File: config.mk
export PLATFORM = sky130hd
export DESIGN_NAME = etsd_mul
export DESIGN_NICKNAME = d
export VERILOG_FILES = /design/src/rtl/etsd_pkg.sv /design/src/rtl/etsd_mul.sv
export SDC_FILE = /design/constraint.sdc
export NUM_CORES = 2
export LEC_CHECK = 0
export BUFFER_PORTS_ARGS = -buffer_cell sky130_fd_sc_hd__buf_2
export CAP_MARGIN = 20
export CORE_MARGIN = 2
export CORE_UTILIZATION = 40
export CTS_CLUSTER_SIZE = 20
export DETAILED_ROUTE_END_ITERATION = 10
export HOLD_SLACK_MARGIN = 0.05
export PLACE_DENSITY = 0.6
export SYNTH_ARGS = -nofsm -noshare
export SYNTH_HDL_FRONTEND = slang
export SYNTH_SLANG_ARGS = --single-unit
File: constraint.sdc
create_clock -name clk -period 6.7 [get_ports clk]
set_input_delay 0.335 -clock clk [delete_from_list [all_inputs] [get_ports clk]]
set_output_delay 0.335 -clock clk [all_outputs]
set_load 0.1 [all_outputs]
File: src/rtl/etsd_pkg.sv
// Package with shared types and constants for the event time surface decay unit.
package etsd_pkg;

  // Surface geometry and value width, fixed for the whole design.
  localparam int MAX_WIDTH  = 128;
  localparam int MAX_HEIGHT = 128;
  localparam int VALUE_BITS = 16;

  typedef enum logic [1:0] {
    OP_BATCH = 2'd0,
    OP_EVENT = 2'd1,
    OP_READ  = 2'd2,
    OP_CLEAR = 2'd3
  } op_t;

  typedef enum logic [1:0] {
    ST_DONE    = 2'd0,
    ST_OUT     = 2'd1,
    ST_NOFRAME = 2'd2
  } status_t;

  typedef enum logic [1:0] {
    CFG_WIDTH  = 2'd0,
    CFG_HEIGHT = 2'd1,
    CFG_RATE   = 2'd2,
    CFG_POLSEP = 2'd3
  } cfg_idx_t;

  typedef enum logic [3:0] {
    S_IDLE,
    S_CLRINIT,
    S_FMUL0,
    S_FMUL1,
    S_FSTEP,
    S_FDONE,
    S_SWEEP,
    S_EVREAD,
    S_RDWAIT,
    S_OUT
  } state_t;

  localparam logic [63:0] ONE_Q32   = 64'h1_0000_0000;
  localparam logic [63:0] LIMIT_Q24 = 64'd12 << 24;

  // exp(-2^(k-24)) in Q.32 for bit k of the Q.24 exponent, k = 0..27.
  function automatic logic [31:0] exp_entry(input logic [4:0] k);
    logic [31:0] r;
    unique case (k)
      5'd0:  r = 32'd4294967040;
      5'd1:  r = 32'd4294966784;
      5'd2:  r = 32'd4294966272;
      5'd3:  r = 32'd4294965248;
      5'd4:  r = 32'd4294963200;
      5'd5:  r = 32'd4294959104;
      5'd6:  r = 32'd4294950912;
      5'd7:  r = 32'd4294934528;
      5'd8:  r = 32'd4294901760;
      5'd9:  r = 32'd4294836226;
      5'd10: r = 32'd4294705160;
      5'd11: r = 32'd4294443040;
      5'd12: r = 32'd4293918848;
      5'd13: r = 32'd4292870656;
      5'd14: r = 32'd4290775039;
      5'd15: r = 32'd4286586875;
      5'd16: r = 32'd4278222805;
      5'd17: r = 32'd4261543595;
      5'd18: r = 32'd4228380000;
      5'd19: r = 32'd4162825044;
      5'd20: r = 32'd4034748381;
      5'd21: r = 32'd3790295335;
      5'd22: r = 32'd3344923893;
      5'd23: r = 32'd2605029347;
      5'd24: r = 32'd1580030169;
      5'd25: r = 32'd581260615;
      5'd26: r = 32'd78665070;
      5'd27: r = 32'd1440801;
      default: r = 32'd0;
    endcase
    return r;
  endfunction

endpackage

File: src/rtl/etsd_mul.sv
// Shared registered 32x32 multiplier used for the factor build and the pixel sweep.
module etsd_mul import etsd_pkg::*; (
  input  logic        clk,
  input  logic [31:0] a,
  input  logic [31:0] b,
  output logic [63:0] p
);

  logic [63:0] p_r;

  always_ff @(posedge clk) begin
    p_r <= {32'd0, a} * {32'd0, b};
  end

  assign p = p_r;

endmodule

==> results.tsv <==
metric	value	unit
outcome	finished with violations	
violated checks	setup timing	
Yosys cell types	57	
initial core utilization	40.5	%
syn avg cell area	9.25	um^2
Post-Route WL	96800	um
Area Overhead vs Synth	18.7	%
Pre-Repair DR Iteration Count	5	
synthesized net count	4972	
critical path class	in2reg	
fillers	8108	
DR iter-0 viols	1196	
number of flip-flops in the largest register	64	
CORE AREA	85500	um^2
most common cell after layout, fill and taps aside	fa_1	
GRT Total Usage	22.1	%
Avg WL per Cell	18.5	um
nets@finish	5310	
HPWL Detailed	84100	um
final cell count without fillers	5238	
crit end category	flop	
FMAX	146	MHz
DR vias/cell	4.91	
Syn Inst Count	3748	
quantity of I/O buffers inserted on ports	128	
yosys synthesis warning count	0	
Yosys reg bits	64	
Final setup viols	13	
Max Cap Viol	0	
Post-DRT Antenna Nets	0	
Critical Path RT	6940	ps
ys flop type	dfxtp_1	
Worst-Margin Slew	624	ps
EDFF count, synth	0	
CTS tree	yes	
# IOs	129	
fin crit period	6850	ps
# DRC	0	
CP Data Arrival Time	7090	ps
Placement Setup Slack	-846	ps
sequential element share of the synthesized area	3.69	%
CTS Buffer Depth	2	
largest net degree at the start of global routing	26	
Final GP Congestion	0.895	
synthesized cell area	34700	um^2
Final Hold Vio Count	0	
gr ovfl total	0	
Row Count	107	
worst rel slew slack	58.1	%
die height	298	um
clock buffer count from CTS	9	
layout cell share with drive strength beyond 1	18.7	%
ratio of final minimum period to clock period	102	%
H-tree depth	3	
unrepaired setup endpoints after global routing	yes	
Critical Path Fanout Max	8	
crit path launch type	primary input	
Min-Delay Path Class	in2reg	
hold buffer count at CTS	0	
Clock Sinks	64	
post-synthesis async set-or-reset flop share	0	%
commonest non-fill, non-tap cells in the layout	859 x fa_1, 832 x inv_1, 569 x and2_1	
setup ws final	-145	ps
antenna violations before repair	3	
DIE AREA	89100	um^2
Post-Route Utilization	48.1	%
placed cell count	5190	
Worst-path clk slew	60	ps
Slew Limit Fails	0	
number of global-route vias before repair	27944	
Die X	298	um
global-route wire length before repair	153000	um
clock root cell	clkbuf_16	
routed via count	25742	
==> routing by layer <==
metal	part of all wire, %	routed length, um	GRT usage (%)	vias to the layer above
met5	0.013	13	0	-
met4	2.9	2850	6.29	2
met3	4.6	4480	2.83	151
met2	54	52000	41.0	626
met1	39	37500	26.7	13445
li1	-	-	-	11518
==> cells by family (layout without fill, tap and decap cells) <==
logic type	after synthesis	after routing	synth area share [%]
AO/OA/AOI/OAI	202	202	4.15
XOR/XNOR	60	60	1.52
adder cells (fa/ha/maj)	1159	1159	61.2
buffers and inverters	1085	1428	11.8
flip-flops	64	64	3.69
multiplexers	1	1	0.0289
other	0	3	0
AND/OR/NAND/NOR	1177	1177	17.6
==> Yosys cell counts (all sizes together) (3+ instances only) <==
cell,count,area (um^2)
a31oi,12,75.1
or2,3,18.8
clkbuf,213,800
inv,865,3250
xnor2,35,307
a211oi,3,22.5
a221oi,4,87.6
fa,896,17900
o21bai,11,86.3
and4,3,26.3
buf,7,33.8
o21ai,26,130
and3,14,87.6
o31ai,5,78.8
ha,263,3290
xor2,25,219
a21o,40,300
a21boi,3,22.5
a21oi,66,342
nand4,23,144
a221o,4,40.0
nand3,10,50.1
or4,3,22.5
dfxtp,64,1280
o221ai,3,26.3
or3,3,18.8
nor3,7,35.0
and2,602,3770
nor2,20,75.1
nand2,480,1800
o21a,9,67.6
==> per-stage QoR <==
stage,hold WS [ps],area (um^2),TNS (ps)
6_report,671,41200,-878
5_1_grt,699,41100,-4420
4_1_cts,656,40100,-3450
3_5_place_dp,886,39200,-21270
3_3_place_gp,885,39200,-18610
2_1_floorplan,462,35100,-479
==> worst max-delay path: stages <==
cell and delay (ps):
buf_16 130, buf_6 120, and2_4 130, fa_1 510, inv_2 40, fa_1 540
inv_2 40, fa_1 450, fa_1 530, fa_2 600, fa_1 440, fa_1 530
inv_2 50, fa_1 540, inv_2 40, ha_4 260, nand4_1 130, or4_4 450
a2bb2oi_2 180, o211a_1 180, a31oi_4 190, buf_6 140, a31o_4 180, a211oi_4 70
buf_4 140, xnor2_1 110
==> path summary, 6_finish.rpt <==
path / start / end / slack [ps] / cells past startpoint
max: a[11] / p[58]$_DFF_P_ / -150 / 26
min: b[0] / p[0]$_DFF_P_ / 670 / 3
==> area by class of cell <==
class / count / area, um^2 / area share, %
clock inverters: 6 / 60.1 / 0.146
clock buffers: 10 / 229 / 0.556
flip-flops and latches: 64 / 1280 / 3.11
diodes: 3 / 7.51 / 0.0182
repair buffers: 547 / 4740 / 11.5
multi-input cells: 2599 / 30200 / 73.3
inverters: 865 / 3250 / 7.89
well taps: 1144 / 1430 / 3.48
==> timing repair <==
action | 4_1_cts | 5_1_grt
gates cloned | 2 | 8
endpoints found under the setup margin | 28 | 31
resized for setup | 152 | 212
setup buffers | 12 | 12
pin swaps | 103 | 136
hold endpoints to repair | 0 | 0
Power is left out: the tool's default activity adds up to more than one toggle a clock period on the data nets, which glitch-free logic cannot reach.
